`config.mk`:
```
export PLATFORM = sky130hd
export DESIGN_NAME = http_request_header_parser_core
export DESIGN_NICKNAME = d
export VERILOG_FILES = /design/src/sv/hpr_pkg.sv /design/src/sv/http_request_header_parser_core.sv /design/src/sv/hpr_step.sv
export SDC_FILE = /design/constraint.sdc
export NUM_CORES = 1
export LEC_CHECK = 0
export ABC_AREA = 1
export CAP_MARGIN = 20
export CORE_MARGIN = 10
export CORE_UTILIZATION = 39
export DETAILED_ROUTE_END_ITERATION = 7
export DONT_BUFFER_PORTS = 1
export HOLD_SLACK_MARGIN = 0.05
export PLACE_DENSITY = 0.65
export SYNTH_ARGS = -nofsm -noshare
export SYNTH_HDL_FRONTEND = slang
export SYNTH_HIERARCHICAL = 1
export SYNTH_SLANG_ARGS = --single-unit
```
`constraint.sdc`:
```
create_clock -name i_clk -period 6.1 [get_ports i_clk]
set_input_delay 0.305 -clock i_clk [delete_from_list [all_inputs] [get_ports i_clk]]
set_output_delay 0.305 -clock i_clk [all_outputs]
set_load 0.02 [all_outputs]
```
`src/sv/hpr_pkg.sv`:
```
`timescale 1ns / 1ps
// Package for the HTTP request header parser: parser states, result codes,
// context and result structs, character classes. No dependencies.
package hpr_pkg;

    typedef enum logic [4:0] {
        ST_METHOD_START = 5'd0,
        ST_METHOD       = 5'd1,
        ST_URI          = 5'd2,
        ST_VER_H        = 5'd3,
        ST_VER_T1       = 5'd4,
        ST_VER_T2       = 5'd5,
        ST_VER_P        = 5'd6,
        ST_VER_SLASH    = 5'd7,
        ST_MAJOR_START  = 5'd8,
        ST_MAJOR        = 5'd9,
        ST_MINOR_START  = 5'd10,
        ST_MINOR        = 5'd11,
        ST_NL1          = 5'd12,
        ST_LINE_START   = 5'd13,
        ST_LWS          = 5'd14,
        ST_NAME         = 5'd15,
        ST_SP_VALUE     = 5'd16,
        ST_VALUE        = 5'd17,
        ST_NL2          = 5'd18,
        ST_NL3          = 5'd19
    } t_state;

    typedef enum logic [1:0] {
        STS_PENDING = 2'd0,
        STS_GOOD    = 2'd1,
        STS_BAD     = 2'd2
    } t_status;

    typedef enum logic [2:0] {
        ROLE_OTHER  = 3'd0,
        ROLE_METHOD = 3'd1,
        ROLE_URI    = 3'd2,
        ROLE_NAME   = 3'd3,
        ROLE_VALUE  = 3'd4
    } t_role;

    typedef struct packed {
        t_state     state;
        logic       seen_header;
        logic [2:0] match_pos;
        logic       is_host;
        logic [7:0] major;
        logic [7:0] minor;
    } t_ctx;

    localparam t_ctx CTX_RESET = '{
        state:       ST_METHOD_START,
        seen_header: 1'b0,
        match_pos:   3'd0,
        is_host:     1'b0,
        major:       8'd0,
        minor:       8'd0
    };

    typedef struct packed {
        t_status    status;
        t_role      role;
        logic       header_begin;
        logic       host_value_byte;
        logic [7:0] major;
        logic [7:0] minor;
    } t_res;

    localparam logic [7:0] CH_CR    = 8'h0D;
    localparam logic [7:0] CH_LF    = 8'h0A;
    localparam logic [7:0] CH_TAB   = 8'h09;
    localparam logic [7:0] CH_SP    = 8'h20;
    localparam logic [7:0] CH_COLON = 8'h3A;
    localparam logic [7:0] CH_DOT   = 8'h2E;
    localparam logic [7:0] CH_SLASH = 8'h2F;
    localparam logic [7:0] CH_H     = 8'h48;
    localparam logic [7:0] CH_T     = 8'h54;
    localparam logic [7:0] CH_P     = 8'h50;
    localparam logic [7:0] CH_ZERO  = 8'h30;
    localparam logic [7:0] CH_NINE  = 8'h39;
    localparam logic [7:0] CH_DEL   = 8'd127;
    localparam logic [7:0] CTL_MAX  = 8'd31;
    localparam logic [2:0] HOST_LEN = 3'd4;

    localparam logic [7:0] HOST_TEXT [4] = '{8'h48, 8'h6F, 8'h73, 8'h74};

    function automatic logic is_ctl(input logic [7:0] b);
        return (b <= CTL_MAX) || (b == CH_DEL);
    endfunction

    function automatic logic is_sep(input logic [7:0] b);
        logic r;
        case (b) inside
            8'h28, 8'h29, 8'h3C, 8'h3E, 8'h40, 8'h2C, 8'h3B, 8'h3A, 8'h5C, 8'h22,
            8'h2F, 8'h5B, 8'h5D, 8'h3F, 8'h3D, 8'h7B, 8'h7D, 8'h20, 8'h09: r = 1'b1;
            default: r = 1'b0;
        endcase
        return r;
    endfunction

    function automatic logic is_token(input logic [7:0] b);
        return !b[7] && !is_ctl(b) && !is_sep(b);
    endfunction

    function automatic logic is_dec(input logic [7:0] b);
        return (b >= CH_ZERO) && (b <= CH_NINE);
    endfunction

    function automatic logic [7:0] add_digit(input logic [7:0] v, input logic [7:0] b);
        logic [11:0] n;
        n = ({4'd0, v} * 12'd10) + {8'd0, b[3:0]};
        return (n > 12'd255) ? 8'hFF : n[7:0];
    endfunction

endpackage

```
`src/sv/http_request_header_parser_core.sv`:
```
`timescale 1ns / 1ps
// Top level of the HTTP request header parser: input register, parser
// context, result register. Depends on hpr_pkg and hpr_step.
//
//  channel  | dir | tdata                         | tuser
//  s_axis   | in  | [7:0] data_byte               | [0] start_of_request
//  m_axis   | out | [1:0] status, [4:2] byte_role,| -
//           |     | [5] header_begin, [6] host_value_byte,
//           |     | [14:7] version_major, [22:15] version_minor, [23] zero
//
// One word in, one word out; a word may enter every cycle while the output is not stalled.
// Each word passes the input register, then the parser step into the
// result register, which also updates the parser context.
// A stalled output holds the result; the input register holds one more word.
// i_rst_n clears the context to method start and empties both registers.
module http_request_header_parser_core (
    input  logic        i_clk,
    input  logic        i_rst_n,
    input  logic        s_axis_tvalid,
    output logic        s_axis_tready,
    input  logic [7:0]  s_axis_tdata,   // [7:0] data_byte
    input  logic        s_axis_tuser,   // [0] start_of_request
    output logic        m_axis_tvalid,
    input  logic        m_axis_tready,
    output logic [23:0] m_axis_tdata    // status, byte_role, header_begin,
                                        // host_value_byte, version_major,
                                        // version_minor, zero pad
);

    logic          r_in_vld;
    logic [7:0]    r_in_byte;
    logic          r_in_sor;
    hpr_pkg::t_ctx r_ctx;
    logic          r_out_vld;
    hpr_pkg::t_res r_out;

    hpr_pkg::t_ctx n_ctx;
    hpr_pkg::t_res n_out;
    logic          adv;

    assign adv           = r_in_vld && (!r_out_vld || m_axis_tready);
    assign s_axis_tready = !r_in_vld || adv;

    hpr_step u_step (
        .i_ctx  (r_ctx),
        .i_byte (r_in_byte),
        .i_sor  (r_in_sor),
        .o_ctx  (n_ctx),
        .o_res  (n_out)
    );

    always_ff @(posedge i_clk) begin
        if (!i_rst_n) begin
            r_in_vld <= 1'b0;
        end else if (s_axis_tready) begin
            r_in_vld <= s_axis_tvalid;
        end
    end

    always_ff @(posedge i_clk) begin
        if (s_axis_tready && s_axis_tvalid) begin
            r_in_byte <= s_axis_tdata;
            r_in_sor  <= s_axis_tuser;
        end
    end

    always_ff @(posedge i_clk) begin
        if (!i_rst_n) begin
            r_ctx     <= hpr_pkg::CTX_RESET;
            r_out_vld <= 1'b0;
        end else if (adv) begin
            r_ctx     <= n_ctx;
            r_out_vld <= 1'b1;
        end else if (m_axis_tready) begin
            r_out_vld <= 1'b0;
        end
    end

    always_ff @(posedge i_clk) begin
        if (adv) begin
            r_out <= n_out;
        end
    end

    assign m_axis_tvalid = r_out_vld;
    assign m_axis_tdata  = {1'b0, r_out.minor, r_out.major, r_out.host_value_byte,
                            r_out.header_begin, r_out.role, r_out.status};

endmodule

```
`src/sv/hpr_step.sv`:
```
`timescale 1ns / 1ps
// One parser step: next context and per-byte result from the current context
// (the reset context at start of request) and one byte. Depends on hpr_pkg.
module hpr_step (
    input  hpr_pkg::t_ctx i_ctx,
    input  logic [7:0]    i_byte,
    input  logic          i_sor,
    output hpr_pkg::t_ctx o_ctx,
    output hpr_pkg::t_res o_res
);

    hpr_pkg::t_ctx    c;
    hpr_pkg::t_ctx    n_raw;
    hpr_pkg::t_status sts;
    hpr_pkg::t_role   role;
    logic             hbegin;
    logic             hval;
    logic [7:0]       b;

    assign c = i_sor ? hpr_pkg::CTX_RESET : i_ctx;
    assign b = i_byte;

    always_comb begin
        n_raw = c;
        unique case (c.state)
            hpr_pkg::ST_METHOD_START: begin
                if (hpr_pkg::is_token(b)) n_raw.state = hpr_pkg::ST_METHOD;
            end
            hpr_pkg::ST_METHOD: begin
                if (b == hpr_pkg::CH_SP) n_raw.state = hpr_pkg::ST_URI;
            end
            hpr_pkg::ST_URI: begin
                if (b == hpr_pkg::CH_SP) n_raw.state = hpr_pkg::ST_VER_H;
            end
            hpr_pkg::ST_VER_H: begin
                if (b == hpr_pkg::CH_H) n_raw.state = hpr_pkg::ST_VER_T1;
            end
            hpr_pkg::ST_VER_T1: begin
                if (b == hpr_pkg::CH_T) n_raw.state = hpr_pkg::ST_VER_T2;
            end
            hpr_pkg::ST_VER_T2: begin
                if (b == hpr_pkg::CH_T) n_raw.state = hpr_pkg::ST_VER_P;
            end
            hpr_pkg::ST_VER_P: begin
                if (b == hpr_pkg::CH_P) n_raw.state = hpr_pkg::ST_VER_SLASH;
            end
            hpr_pkg::ST_VER_SLASH: begin
                if (b == hpr_pkg::CH_SLASH) begin
                    n_raw.major = 8'd0;
                    n_raw.minor = 8'd0;
                    n_raw.state = hpr_pkg::ST_MAJOR_START;
                end
            end
            hpr_pkg::ST_MAJOR_START: begin
                if (hpr_pkg::is_dec(b)) begin
                    n_raw.major = hpr_pkg::add_digit(c.major, b);
                    n_raw.state = hpr_pkg::ST_MAJOR;
                end
            end
            hpr_pkg::ST_MAJOR: begin
                if (b == hpr_pkg::CH_DOT) n_raw.state = hpr_pkg::ST_MINOR_START;
                else if (hpr_pkg::is_dec(b)) n_raw.major = hpr_pkg::add_digit(c.major, b);
            end
            hpr_pkg::ST_MINOR_START: begin
                if (hpr_pkg::is_dec(b)) begin
                    n_raw.minor = hpr_pkg::add_digit(c.minor, b);
                    n_raw.state = hpr_pkg::ST_MINOR;
                end
            end
            hpr_pkg::ST_MINOR: begin
                if (b == hpr_pkg::CH_CR) n_raw.state = hpr_pkg::ST_NL1;
                else if (hpr_pkg::is_dec(b)) n_raw.minor = hpr_pkg::add_digit(c.minor, b);
            end
            hpr_pkg::ST_NL1: begin
                if (b == hpr_pkg::CH_LF) n_raw.state = hpr_pkg::ST_LINE_START;
            end
            hpr_pkg::ST_LINE_START: begin
                if (b == hpr_pkg::CH_CR) begin
                    n_raw.state = hpr_pkg::ST_NL3;
                end else if (c.seen_header && (b == hpr_pkg::CH_SP || b == hpr_pkg::CH_TAB)) begin
                    n_raw.state = hpr_pkg::ST_LWS;
                end else if (hpr_pkg::is_token(b)) begin
                    n_raw.seen_header = 1'b1;
                    n_raw.is_host     = (b == hpr_pkg::HOST_TEXT[0]);
                    n_raw.match_pos   = (b == hpr_pkg::HOST_TEXT[0]) ? 3'd1 : 3'd0;
                    n_raw.state       = hpr_pkg::ST_NAME;
                end
            end
            hpr_pkg::ST_LWS: begin
                if (b == hpr_pkg::CH_CR) n_raw.state = hpr_pkg::ST_NL2;
                else if (b != hpr_pkg::CH_SP && b != hpr_pkg::CH_TAB && !hpr_pkg::is_ctl(b))
                    n_raw.state = hpr_pkg::ST_VALUE;
            end
            hpr_pkg::ST_NAME: begin
                if (b == hpr_pkg::CH_COLON) begin
                    n_raw.is_host = c.is_host && (c.match_pos == hpr_pkg::HOST_LEN);
                    n_raw.state   = hpr_pkg::ST_SP_VALUE;
                end else if (hpr_pkg::is_token(b)) begin
                    if (c.is_host && (c.match_pos < hpr_pkg::HOST_LEN)
                        && (b == hpr_pkg::HOST_TEXT[c.match_pos[1:0]]))
                        n_raw.match_pos = c.match_pos + 3'd1;
                    else
                        n_raw.is_host = 1'b0;
                end
            end
            hpr_pkg::ST_SP_VALUE: begin
                if (b == hpr_pkg::CH_SP) n_raw.state = hpr_pkg::ST_VALUE;
            end
            hpr_pkg::ST_VALUE: begin
                if (b == hpr_pkg::CH_CR) n_raw.state = hpr_pkg::ST_NL2;
            end
            hpr_pkg::ST_NL2: begin
                if (b == hpr_pkg::CH_LF) n_raw.state = hpr_pkg::ST_LINE_START;
            end
            hpr_pkg::ST_NL3: begin
                n_raw.state = hpr_pkg::ST_NL3;
            end
            default: begin
                n_raw = c;
            end
        endcase
    end

    always_comb begin
        sts    = hpr_pkg::STS_PENDING;
        role   = hpr_pkg::ROLE_OTHER;
        hbegin = 1'b0;
        hval   = 1'b0;
        unique case (c.state)
            hpr_pkg::ST_METHOD_START: begin
                if (hpr_pkg::is_token(b)) role = hpr_pkg::ROLE_METHOD;
                else sts = hpr_pkg::STS_BAD;
            end
            hpr_pkg::ST_METHOD: begin
                if (b == hpr_pkg::CH_SP) role = hpr_pkg::ROLE_OTHER;
                else if (hpr_pkg::is_token(b)) role = hpr_pkg::ROLE_METHOD;
                else sts = hpr_pkg::STS_BAD;
            end
            hpr_pkg::ST_URI: begin
                if (b == hpr_pkg::CH_SP) role = hpr_pkg::ROLE_OTHER;
                else if (hpr_pkg::is_ctl(b)) sts = hpr_pkg::STS_BAD;
                else role = hpr_pkg::ROLE_URI;
            end
            hpr_pkg::ST_VER_H: begin
                if (b != hpr_pkg::CH_H) sts = hpr_pkg::STS_BAD;
            end
            hpr_pkg::ST_VER_T1, hpr_pkg::ST_VER_T2: begin
                if (b != hpr_pkg::CH_T) sts = hpr_pkg::STS_BAD;
            end
            hpr_pkg::ST_VER_P: begin
                if (b != hpr_pkg::CH_P) sts = hpr_pkg::STS_BAD;
            end
            hpr_pkg::ST_VER_SLASH: begin
                if (b != hpr_pkg::CH_SLASH) sts = hpr_pkg::STS_BAD;
            end
            hpr_pkg::ST_MAJOR_START, hpr_pkg::ST_MINOR_START: begin
                if (!hpr_pkg::is_dec(b)) sts = hpr_pkg::STS_BAD;
            end
            hpr_pkg::ST_MAJOR: begin
                if (b != hpr_pkg::CH_DOT && !hpr_pkg::is_dec(b)) sts = hpr_pkg::STS_BAD;
            end
            hpr_pkg::ST_MINOR: begin
                if (b != hpr_pkg::CH_CR && !hpr_pkg::is_dec(b)) sts = hpr_pkg::STS_BAD;
            end
            hpr_pkg::ST_NL1, hpr_pkg::ST_NL2: begin
                if (b != hpr_pkg::CH_LF) sts = hpr_pkg::STS_BAD;
            end
            hpr_pkg::ST_LINE_START: begin
                if (b == hpr_pkg::CH_CR) begin
                    sts = hpr_pkg::STS_PENDING;
                end else if (c.seen_header && (b == hpr_pkg::CH_SP || b == hpr_pkg::CH_TAB)) begin
                    sts = hpr_pkg::STS_PENDING;
                end else if (hpr_pkg::is_token(b)) begin
                    role   = hpr_pkg::ROLE_NAME;
                    hbegin = 1'b1;
                end else begin
                    sts = hpr_pkg::STS_BAD;
                end
            end
            hpr_pkg::ST_LWS: begin
                if (b == hpr_pkg::CH_CR || b == hpr_pkg::CH_SP || b == hpr_pkg::CH_TAB) begin
                    sts = hpr_pkg::STS_PENDING;
                end else if (hpr_pkg::is_ctl(b)) begin
                    sts = hpr_pkg::STS_BAD;
                end else begin
                    role = hpr_pkg::ROLE_VALUE;
                    hval = c.is_host;
                end
            end
            hpr_pkg::ST_NAME: begin
                if (b == hpr_pkg::CH_COLON) role = hpr_pkg::ROLE_OTHER;
                else if (hpr_pkg::is_token(b)) role = hpr_pkg::ROLE_NAME;
                else sts = hpr_pkg::STS_BAD;
            end
            hpr_pkg::ST_SP_VALUE: begin
                if (b != hpr_pkg::CH_SP) sts = hpr_pkg::STS_BAD;
            end
            hpr_pkg::ST_VALUE: begin
                if (b == hpr_pkg::CH_CR) begin
                    sts = hpr_pkg::STS_PENDING;
                end else if (hpr_pkg::is_ctl(b)) begin
                    sts = hpr_pkg::STS_BAD;
                end else begin
                    role = hpr_pkg::ROLE_VALUE;
                    hval = c.is_host;
                end
            end
            hpr_pkg::ST_NL3: begin
                sts = (b == hpr_pkg::CH_LF) ? hpr_pkg::STS_GOOD : hpr_pkg::STS_BAD;
            end
            default: begin
                sts = hpr_pkg::STS_BAD;
            end
        endcase
    end

    assign o_ctx = (sts != hpr_pkg::STS_PENDING) ? hpr_pkg::CTX_RESET : n_raw;

    assign o_res = '{
        status:          sts,
        role:            role,
        header_begin:    hbegin,
        host_value_byte: hval,
        major:           n_raw.major,
        minor:           n_raw.minor
    };

endmodule

```
Word-level counts from Yosys, hierarchy flattened

Cells that the tools add are included.
W data, S select, Z words.

$lt $le $gt $ge: 7
Reductions and logical operators: 39
$mul: 2
Equal/unequal tests: 56
$add $sub $neg: 3
Bitwise logic cells: 2
Muxes and demuxes: 99

Operators by type and width:

| kind                   | count |
|---|---|
| $mux W5                | 22 |
| $eq A8 B6 Y1 const B   | 13 |
| $pmux W5 S19           | 1 |
| $eq A8 B7 Y1 const B   | 10 |
| $mux W8                | 8 |
| $mux W26               | 2 |
| $mux W2                | 25 |
| $pmux W8 S3            | 2 |
| $eq A5 B4 Y1 const B   | 8 |
| $pmux W2 S17           | 1 |
| $mux W3                | 10 |
| $add A12 B4 Y12        | 2 |
| $eq A8 B4 Y1 const B   | 3 |
| $gt A12 B8 Y1 const B  | 2 |
| $ne A8 B4 Y1 const B   | 3 |
| $ne A8 B6 Y1 const B   | 3 |
| $ne A8 B7 Y1 const B   | 3 |
| $mul A8 B3 Y11 const B | 2 |
| $mux W1                | 21 |
| $pmux W3 S7            | 1 |
| $eq A5 B3 Y1 const B   | 4 |
| $eq A5 B5 Y1 const B   | 4 |
| $reduce_or A19 Y1      | 1 |
| $bmux W8 S2            | 1 |
| 24 further kinds       | 56 |

Logic and storage cells: 224
Output and inout bits: 26
Register bits after elaboration: 60

Longest topological paths before layout

Gate-level depths: netlist of run 1.

Depth after elaboration: 14
Mapped depth: 27
Gate-level depth less buffers: 25

Cells and area by module

Netlist of run 1, hierarchy kept.

By module, submodules not included:

| module                          | cells each | seq. area each (sq um) | times used | area each (sq um) |
|---|---|---|---|---|
| hpr_step                        | 755        | 0.0                    | 1          | 3634.7 |
| http_request_header_parser_core | 217        | 1521.5                 | 1          | 2282.2 |

Worst setup path before layout of run 1

OpenSTA, ideal clock, no wires.

Path type: reg2reg
Start: register r_in_sor
End: register r_ctx[2] in the netlist's numbering
Arrival time: 3.012 ns
Library setup time: 0.115 ns
Buffers on the path: 2
Period minus slack after synthesis: 3.127 ns
Slack: 2.973 ns
Cell stages (with the launch flop): 25
Path through: edfxtp_1 inv_2 buf_6 buf_2 nand2_1 inv_1 nor2_1 nor2_1 ha_1 inv_1 fa_1 xnor2_1 nand3b_1 inv_1 nand3_1 nand2_1 nand3_1 nor2_2 nand3_1 nand2_1 a21oi_1 inv_1 nand3_2 nand2_1 nor2_1

RTL lines:

| element                | line                                  | text |
|---|---|---|
| start, declared        | http_request_header_parser_core.sv:32 | `logic r_in_sor;` |
| start signal, assigned | http_request_header_parser_core.sv:63 | `r_in_sor <= s_axis_tuser;` |
| end signal, assigned   | http_request_header_parser_core.sv:69 | `r_ctx <= hpr_pkg::CTX_RESET;` |
| end signal, assigned   | http_request_header_parser_core.sv:72 | `r_ctx <= n_ctx;` |
| end, declared          | http_request_header_parser_core.sv:33 | `hpr_pkg::t_ctx r_ctx;` |

==> impl_metrics.ini, run 1 <==
[status]
status = finished, final reports clean

[placement]
placed_cell_area_mm2 = 0.00595
pre_cts_ws_ns = 2.17
globalplace.congestion = 1.04
dp_hpwl_mm = 12.9
numPortBuffers = 0

[power]
p_sw_w = 0.000376
cellPowerDensity_mw_per_mm2 = 195
seqPwrFrac_pct = 40.5
p_comb_share_pct = 18.8
total_power_w = 0.00122
vdd_drop_max_mv = 0.145
p_clk_share_pct = 40.7
leakage_nw = 2.95
swShare_pct = 30.8
internal-power_w = 0.000844

[clocking]
clkLatencyLatePin_ns = 0.34
ctsResizeCount = 0
clock_path_buffers = 2
post_cts_buffers = 0
clkTransAtPathRegs_ns = 0.05
cts-hold-fix-buffers = 0
cts_num_sinks = 60
numCtsBuffers = 9
h-tree-depth = 3
cts_root_buffer = clkbuf_16
cts_tree = yes

[yosys]
synth_edf_count = 32
synth_area_leaders = edfxtp_1 (16%), nand2_1 (16%), nor2_1 (10%), dfxtp_1 (9.5%), inv_1 (8.8%)
synth.largest_area_cell = edfxtp_1
synth_area_mm2 = 0.00592
synth_top_area_share_pct = 16.2
ys_async_sr_fraction_pct = 0
synth_flop_cell = edfxtp_1
synth-seq-area-share_pct = 25.7
syn_inst = 972
ys_ff_latch = 60
synth_cell_types = 46
yosys_warnings = 6
syn-num-nets = 1006
syn_avg_cell_area_um2 = 6.09

[die]
die_w_um = 143
rows = 44
dieArea_mm2 = 0.0205
die_height_um = 143
core_area_mm2 = 0.0147
start_util_pct = 40.3
io_pins = 39

[sta]
max-slew-margin-rel_pct = 29.4
fin_hold_ws_ns = 0.0699
grt_setup_unrepaired = false
tightest_slew_ns = 1.06
setup_viol = 0
layout_min_cycle_time_ns = 3.98
setup_tns_ns = 0
fin_skew_ns = 0.00855
period_share_pct = 65.3
max_freq_mhz = 251
finalMaxSlewViolations = 0
worst_slack_ns = 2.12
hold_viol_final = 0

[cells_and_area]
final_nets = 989
final.fill_count = 1575
syn_to_final_growth_pct = 5.56
drive_gt1_share_pct = 8.96
n_antenna_cell = 0
design_area_mm2 = 0.00625

[routing]
avgViaCountPerCell = 5.29
finalWirelength_mm = 17.3
firstDrtPassIters = 5
drc = 0
drtIter0Drc = 728
dr_total_vias = 6056
ant_nets = 0
drt-wirelength-per-cell_um = 15.1

[global_routing]
antenna_found_initial = 0
grt_pass1_wl_mm = 28.0
first_global_vias = 5531
grt_usage_pct = 16.9
overflow = 0
grt_max_degree = 55

[worst_setup_path]
slowest_stage = edfxtp_1
start_kind = flip-flop
path_class = flip-flop to flip-flop
crit_required_ns = 6.33
crit_arrival_ns = 4.21
crit_path_end_kind = flip-flop
slowest_delay_ns = 0.68
path_max_fanout = 20
cp_cell_sequence = inv_2, nand2_1, inv_1, nor2_1, nor2_1, ha_1, inv_1, fa_1, xnor2_1, nand3b_1, inv_1, nand3_1, nand2_1, nand3_1, nor2_2, nand3_1, nand2_1, a21oi_1, inv_1, nand3_1, nand2_1, nor2_1

[worst_hold_path]
hold_class = input pin to flip-flop

[job]
maxCapViolCount = 0
cells in the final DEF (no fill, tap or decap), drive strengths merged, types with 2 or more instances in the layout:
cell,netlist,final
fa,2,2
a21oi,93,93
nor3,11,11
o21bai,2,2
o21ai,24,24
xnor2,2,2
nor4,2,2
nand2,257,257
nand3b,3,3
nand4,10,10
o21a,3,3
dfxtp,28,28
o211ai,4,4
or2,3,3
clkinv,2,3
ha,19,19
nor2,178,178
edfxtp,32,32
buf,27,2
clkbuf,3,15
inv,149,149
nand3,109,109
cell type report:
class	instances	area (um^2)	share of cell area [%]
Clock buffer	15	289	4.63
Clock inverter	1	5.00	0.0801
Inverter	151	567	9.07
Multi-Input combinational cell	731	3620	57.9
Sequential cell	60	1520	24.4
Tap cell	184	230	3.69
Timing Repair Buffer	2	15.0	0.240
final timing paths:
check                           depth (start not counted)  slack (ns)    startpoint   endpoint
worst min register to register                          2        0.48     r_ctx[10]  r_ctx[10]
worst min-delay path                                    0        0.07  s_axis_tuser   r_in_sor
worst max register to register                         22        2.12      r_in_sor   r_ctx[0]
worst max-delay path                                   22        2.12      r_in_sor   r_ctx[0]
per-stage QoR:
| step | cells | util [%] |
|---|---|---|
| finish | 1144 | 42.5 |
| global route | 1144 | 42.5 |
| CTS | 1144 | 42.5 |
| detailed placement | 1128 | 40.5 |
| global placement | 1128 | 40.5 |
| floorplan | 972 | - |
power by group through the flow:
stage / clock [W] / sequential [W] / combinational, W
finish: 0.000497 / 0.000494 / 0.000230
global route: 0.000525 / 0.000497 / 0.000260
CTS: 0.000509 / 0.000494 / 0.000227
detailed placement: 0 / 0.000502 / 0.000226
global placement: 0 / 0.000502 / 0.000225
floorplan: 0 / 0.000482 / 0.000204
Yosys cell counts (2+ instances only):
cell type  count
nand2_1      248
nor2_1       162
inv_1        138
nand3_1       99
a21oi_1       79
edfxtp_1      32
dfxtp_1       28
ha_1          19
o21ai_0       18
a21oi_2       14
nor2_2        12
inv_2         11
buf_2         10
buf_4         10
nand4_1       10
nand3_2        9
nor3_1         9
buf_6          7
nand2_2        6
o211ai_1       4
o21ai_2        4
clkbuf_1       3
nand3b_1       3
nor2_4         3
o21a_1         3
or2_2          3
clkinv_1       2
fa_1           2
nand2_4        2
nor3_2         2
nor4_1         2
o21ai_1        2
o21bai_1       2
xnor2_1        2
layer usage:
metal	vias up	wire [um]	GRT usage, %
li1	3068	-	-
met5	-	0	0
met3	22	1430	3.78
met4	0	230	4.89
met2	242	7420	26.2
met1	2724	8190	22.9
cell families after synthesis:
logic type,count (synthesis),synth area share (%)
simple gates,574,42.9
buf+inv,181,13.2
compound gates,132,12.9
flops,60,25.7
fa+ha+maj,21,4.69
xor+xnor,3,0.444
other cells,1,0.0634
sequential cells by signal, summed over array words and instances (netlist names):
signal         cells
r_in_vld           1
r_ctx             26
m_axis_tdata      23
r_in_sor           1
m_axis_tvalid      1
r_in_byte          8
critical path: cells and delay by family, from the launching register on:
family	cells	cell delay [ns]
AND/OR/NAND/NOR	13	1.47
buffers and inverters	5	0.85
flip-flops	1	0.68
adder cells (fa/ha/maj)	2	0.56
XOR/XNOR	1	0.22
AO/OA/AOI/OAI	1	0.08
Note: power is estimated with default switching activity, not from simulation.
==> inputs of run 2 (changes only) <==
clock period = 4.1 ns   (was 6.1 ns; I/O delays follow)
==> run 2 against run 1 <==
Sequential power grew 46%. Power increased by 50%. Clock power up 45%. Final cell count rose by 1.9%. Highest routed layer unchanged.
==> impl_metrics.ini, run 2 (synthesized netlist as in run 1, its figures left out) <==
[status]
status = finished, final reports clean

[worst_setup_path]
path_max_fanout = 8
crit_arrival_ns = 3.82
crit_path_end_kind = flip-flop
cp_cell_sequence = buf_4, nor2_1, inv_1, nor2_1, nor2_1, ha_1, inv_1, fa_1, nand3b_1, inv_1, nand3_1, nand2_1, nand3_1, nor2_2, nand3_1, nand2_1, a21oi_2, inv_1, nand3_1, nand2_1, nor2_1
ff2ff_setup_slack_ns = 0.51
path_class = flip-flop to flip-flop
cp-startpoint = r_in_sor
crit_required_ns = 4.33
reg2reg_from = r_in_sor
slowest_stage = edfxtp_1
slowest_delay_ns = 0.52
rr_worst_depth = 21
start_kind = flip-flop
rr_endpoint = r_ctx[11]

[sta]
finalMaxSlewViolations = 0
period_share_pct = 87.5
max_freq_mhz = 279
fin_skew_ns = 0.00803
worst_slack_ns = 0.514
setup_viol = 0
setup_tns_ns = 0
fin_hold_ws_ns = 0.156
tightest_slew_ns = 0.718
max-slew-margin-rel_pct = 52.0
layout_min_cycle_time_ns = 3.59
hold_viol_final = 0
grt_setup_unrepaired = false

[die]
io_pins = 39
core_area_mm2 = 0.0147
die_w_um = 143
start_util_pct = 40.3
dieArea_mm2 = 0.0205
die_height_um = 143
rows = 44

[worst_hold_path]
hold_start = i_rst_n
holdPathEnd = r_ctx[18]
hold_depth = 3
hold_class = input pin to flip-flop

[global_routing]
grt_pass1_wl_mm = 29.3
first_global_vias = 5688
antenna_found_initial = 0
grt_max_degree = 55
overflow = 0
grt_usage_pct = 17.8

[power]
cellPowerDensity_mw_per_mm2 = 284
leakage_nw = 3.05
vdd_drop_max_mv = 0.185

[cells_and_area]
final_nets = 1011
layout_commonest_cell = nand2_1
largest_reg_flops = 26
final.fill_count = 1568
drive_gt1_share_pct = 10.2
regMostFlops = r_ctx
seq_area_mm2 = 0.00152
syn_to_final_growth_pct = 9.09
n_antenna_cell = 0
multi_input_area_mm2 = 0.00362
most-common-layout-cells = nand2_1 (248), nor2_1 (162), inv_1 (138)

[placement]
dp_hpwl_mm = 13.7
globalplace.congestion = 1.08
numPortBuffers = 0
pre_cts_ws_ns = 0.419

[clocking]
cts_tree = yes
h-tree-depth = 3
clkLatencyLatePin_ns = 0.34
cts_num_sinks = 60
cts_root_buffer = clkbuf_16
clock_path_buffers = 2
clkTransAtPathRegs_ns = 0.06
numCtsBuffers = 9
ctsResizeCount = 0

[routing]
ant_nets = 0
drt-wirelength-per-cell_um = 15.4
finalWirelength_mm = 18.0
drtIter0Drc = 709
dr_total_vias = 6217
drc = 0
firstDrtPassIters = 6
avgViaCountPerCell = 5.33

[job]
maxCapViolCount = 0
==> run 2: changes by cell type in the layout (fill, tap and decap cells not counted) <==
cell	change
clkbuf_1	-2
buf_12	+2
buf_4	+10
clkinv_2	+1
clkbuf_8	-2
inv_6	+1
clkinvlp_4	+2
dlygate4sd3_1	+10
==> run 2: worst max-delay path, delay by kind of cell (launching register included) <==
| family | cells | cell delay, ns |
|---|---|---|
| flops | 1 | 0.52 |
| fa+ha+maj | 2 | 0.65 |
| buf+inv | 5 | 0.57 |
| compound gates | 1 | 0.06 |
| simple gates | 13 | 1.68 |
==> run 2: layout make-up <==
| type | instances | share of cell area, % |
|---|---|---|
| tap | 184 | 3.57 |
| multi-input combinational | 731 | 56.0 |
| sequential | 60 | 23.6 |
| timing repair buffer | 24 | 3.57 |
| clock inverter | 5 | 0.523 |
| inverter | 151 | 8.78 |
| clock buffer | 11 | 3.93 |
==> run 2: through the flow <==
| stage | power (W) | std cells | instance area [um^2] | utilization [%] |
|---|---|---|---|---|
| after global placement | 0.00110 | 1137 | 6030 | 41.0 |
| after floorplan | 0.00102 | 972 | 5920 | - |
| after detailed placement | 0.00110 | 1137 | 6030 | 41.0 |
| final | 0.00183 | 1166 | 6450 | 43.9 |
| after global routing | 0.00193 | 1166 | 6450 | 43.9 |
| after CTS | 0.00185 | 1164 | 6440 | 43.8 |
==> run 2: timing repair <==
item,CTS,global route
setup buffers,0,2
endpoints found under the hold margin,37,0
setup endpoints to repair,0,8
hold buffers,11,0
==> run 2: worst max path at each step <==
stage	slack, ns	to	cells after the start
floorplan	0.97	r_ctx[2]	24
global placement	0.43	r_ctx[11]	21
detailed placement	0.42	r_ctx[11]	21
CTS	0.39	r_ctx[11]	21
global route	0.14	r_ctx[8]	21
finish	0.51	r_ctx[11]	21
==> run 2: routing by layer <==
metal	routed length (um)	vias to the layer above	GRT usage (%)
met5	0	-	0
met4	429	0	7.11
met3	1530	35	4.11
met2	7660	269	26.7
met1	8350	2801	24.1
li1	-	3112	-
==> run 2: report_power, final <==
group | leakage [nW] | internal, W | switching, W | total [W]
Sequential | 0.536 | 0.000673 | 0.0000472 | 0.000720
Combinational | 2.38 | 0.000127 | 0.000264 | 0.000390
Clock | 0.137 | 0.000445 | 0.000278 | 0.000723
Total | 3.05 | 0.00124 | 0.000588 | 0.00183
==> inputs of run 3 (changes only) <==
CTS_BUF_LIST = sky130_fd_sc_hd__clkbuf_2 sky130_fd_sc_hd__clkbuf_4 sky130_fd_sc_hd__clkbuf_8   (was unset)
SYNTH_HIERARCHICAL = unset   (was 1)
==> run 3 against run 2 <==
Register-to-register slack better by 0.08 ns. Worst setup slack improved by 0.076 ns. Cell area fell by 9.7%. Largest power group is now sequential cells. Flip-flop and latch count unchanged. Highest routed layer unchanged. Critical path type unchanged.
==> impl_metrics.ini, run 3 <==
[status]
status = finished, final reports clean

[yosys]
synth_top_area_share_pct = 18.8
synth.most_common_cell = nand2_1
ys_async_sr_fraction_pct = 0
synth-seq-area-share_pct = 28.7
syn-num-nets = 900
yosys_warnings = 0
synthTopCellsByCount = nand2_1 (266), nor2_1 (116), inv_1 (115)
synth_area_mm2 = 0.00531
synth_flop_cell = edfxtp_1
synth_area_leaders = nand2_1 (19%), edfxtp_1 (18%), dfxtp_1 (11%), nor2_1 (8.2%), inv_1 (8.1%)
ys_ff_latch = 60
synth_cell_types = 39
syn_avg_cell_area_um2 = 6.13
synth.largest_area_cell = nand2_1
syn_inst = 865
synth_edf_count = 32

[global_routing]
grt_usage_pct = 17.7
antenna_found_initial = 0
overflow = 0
grt_max_degree = 29
grt_pass1_wl_mm = 26.5
first_global_vias = 5227

[sta]
setup_viol = 0
layout_min_cycle_time_ns = 3.51
fin_skew_ns = 0.0139
worst_slack_ns = 0.590
setup_tns_ns = 0
finalMaxSlewViolations = 0
tightest_slew_ns = 0.661
hold_viol_final = 0
grt_setup_unrepaired = false
max_freq_mhz = 285
period_share_pct = 85.6
max-slew-margin-rel_pct = 55.6

[power]
p_comb_share_pct = 8.8
vdd_drop_max_mv = 0.154
p_clk_share_pct = 41.0
leakage_nw = 2.80
seqPwrFrac_pct = 50.2
cellPowerDensity_mw_per_mm2 = 233
swShare_pct = 28.6
total_power_w = 0.00136
internal-power_w = 0.000970
p_sw_w = 0.000389

[routing]
finalWirelength_mm = 16.4
avgViaCountPerCell = 5.26
drt-wirelength-per-cell_um = 15.4
dr_total_vias = 5593
drc = 0
firstDrtPassIters = 6
ant_nets = 0
drtIter0Drc = 543

[cells_and_area]
largest_reg_flops = 26
fin_util_pct = 43.8
design_area_mm2 = 0.00583
final.fill_count = 1432
final_nets = 918
most-common-layout-cells = nand2_1 (266), nor2_1 (116), inv_1 (115)
regMostFlops = r_ctx
drive_gt1_share_pct = 7.09
syn_to_final_growth_pct = 9.81
n_antenna_cell = 0
layout_commonest_cell = nand2_1

[worst_setup_path]
ff2ff_setup_slack_ns = 0.59
slowest_delay_ns = 0.45
start_kind = flip-flop
path_class = flip-flop to flip-flop
crit_arrival_ns = 3.74
crit_path_end_kind = flip-flop
path_max_fanout = 9
slowest_stage = nor2_1
cp_common_cell = nand2_1
crit_required_ns = 4.33
cp_cell_sequence = inv_2, buf_4, nand2_1, inv_1, nor2_1, nor2_1, ha_1, inv_1, fa_1, nand3b_1, nand2_1, xnor2_1, nand2_1, nand2_1, nand2_1, nor2_1, nand4_1, nand3_1, nand2_1, nand2_1, a21oi_1

[job]
maxCapViolCount = 0

[clocking]
post_cts_buffers = 0
clock_path_buffers = 2
clkTransAtPathRegs_ns = 0.07
clkLatencyLatePin_ns = 0.37
cts_root_buffer = clkbuf_8
h-tree-depth = 3
cts_tree = yes
cts_num_sinks = 60
numCtsBuffers = 9

[die]
dieArea_mm2 = 0.0187
die_w_um = 137
start_util_pct = 39.9
rows = 42
die_height_um = 137
core_area_mm2 = 0.0133
io_pins = 39

[placement]
numPortBuffers = 0
globalplace.congestion = 0.968
pre_cts_ws_ns = 0.661
placed_cell_area_mm2 = 0.00551
dp_hpwl_mm = 12.4

[worst_hold_path]
hold_class = input pin to flip-flop
[run 3: cell types whose count changed in the layout (fill, tap and decap cells not counted), moves of 15 or more]
cell	delta
a21oi_2	-15
a21oi_1	-21
nand3_1	-27
o21ai_0	+17
nor2_1	-46
inv_1	-23
nand2_1	+18
[run 3: worst paths after layout]
| kind | start | end | cells after the start |
|---|---|---|---|
| worst min register to register | r_ctx[5] | r_ctx[5] | 2 |
| worst max-delay path | r_in_sor | r_ctx[9] | 21 |
| worst max register to register | r_in_sor | r_ctx[9] | 21 |
| worst min-delay path | i_rst_n | r_ctx[17] | 2 |
[run 3: through the flow]
stage	hold slack, ns	std cells
floorplan	0.304	865
global placement	0.304	1035
detailed placement	0.304	1036
CTS	0.260	1063
global route	0.288	1064
finish	0.248	1064
[run 3: repair_timing]
action	4_1_cts	5_1_grt
endpoints found under the hold margin	11	0
hold buffers	11	0
gates resized for setup	0	0
endpoints found under the setup margin	0	0
[run 3: power by group through the flow]
| stage | Clock [W] | Sequential, W | Combinational, W |
|---|---|---|---|
| global placement | 0 | 0.000697 | 0.000109 |
| finish | 0.000557 | 0.000683 | 0.000119 |
| detailed placement | 0 | 0.000697 | 0.000109 |
| global route | 0.000594 | 0.000685 | 0.000133 |
| floorplan | 0 | 0.000687 | 0.0000835 |
| CTS | 0.000570 | 0.000684 | 0.000118 |
[run 3: area by class of cell]
cell class              instances  area, um^2  share of cell area [%]
repair buffers                 23         195                    3.35
flip-flops and latches         60        1520                    26.1
inverters                     126         473                    8.12
well taps                     176         220                    3.78
multi-input cells             663        3220                    55.2
clock inverters                 7        75.1                    1.29
clock buffers                   9         124                    2.13
[run 3: critical path: cells and delay by family, from the launching register on]
| kind | cells | cell delay [ns] |
|---|---|---|
| compound gates | 1 | 0.06 |
| xor+xnor | 1 | 0.14 |
| buf+inv | 4 | 0.53 |
| flops | 1 | 0.42 |
| fa+ha+maj | 2 | 0.56 |
| simple gates | 13 | 1.66 |
[run 3: cell families (layout without fill, tap and decap cells)]
family                     count (synthesis)  in the layout  share of synthesized area, %
and+or+nand+nor                          519            519                          42.2
buffers and inverters                    142            165                          10.7
AOI/OAI and AO/OA                        111            111                          11.2
DFF                                       60             60                          28.7
adders and majority gates                 22             22                          5.47
xor gates and xnor gates                  10             10                          1.65
other                                      1              1                        0.0707
[run 3: routing by layer]
layer | vias up | part of all wire (%) | GRT usage (%)
met4 | 0 | 1.5 | 4.97
met5 | - | 0 | 0
met3 | 22 | 7.7 | 3.15
met1 | 2490 | 46 | 23.8
li1 | 2841 | - | -
met2 | 240 | 45 | 28.3
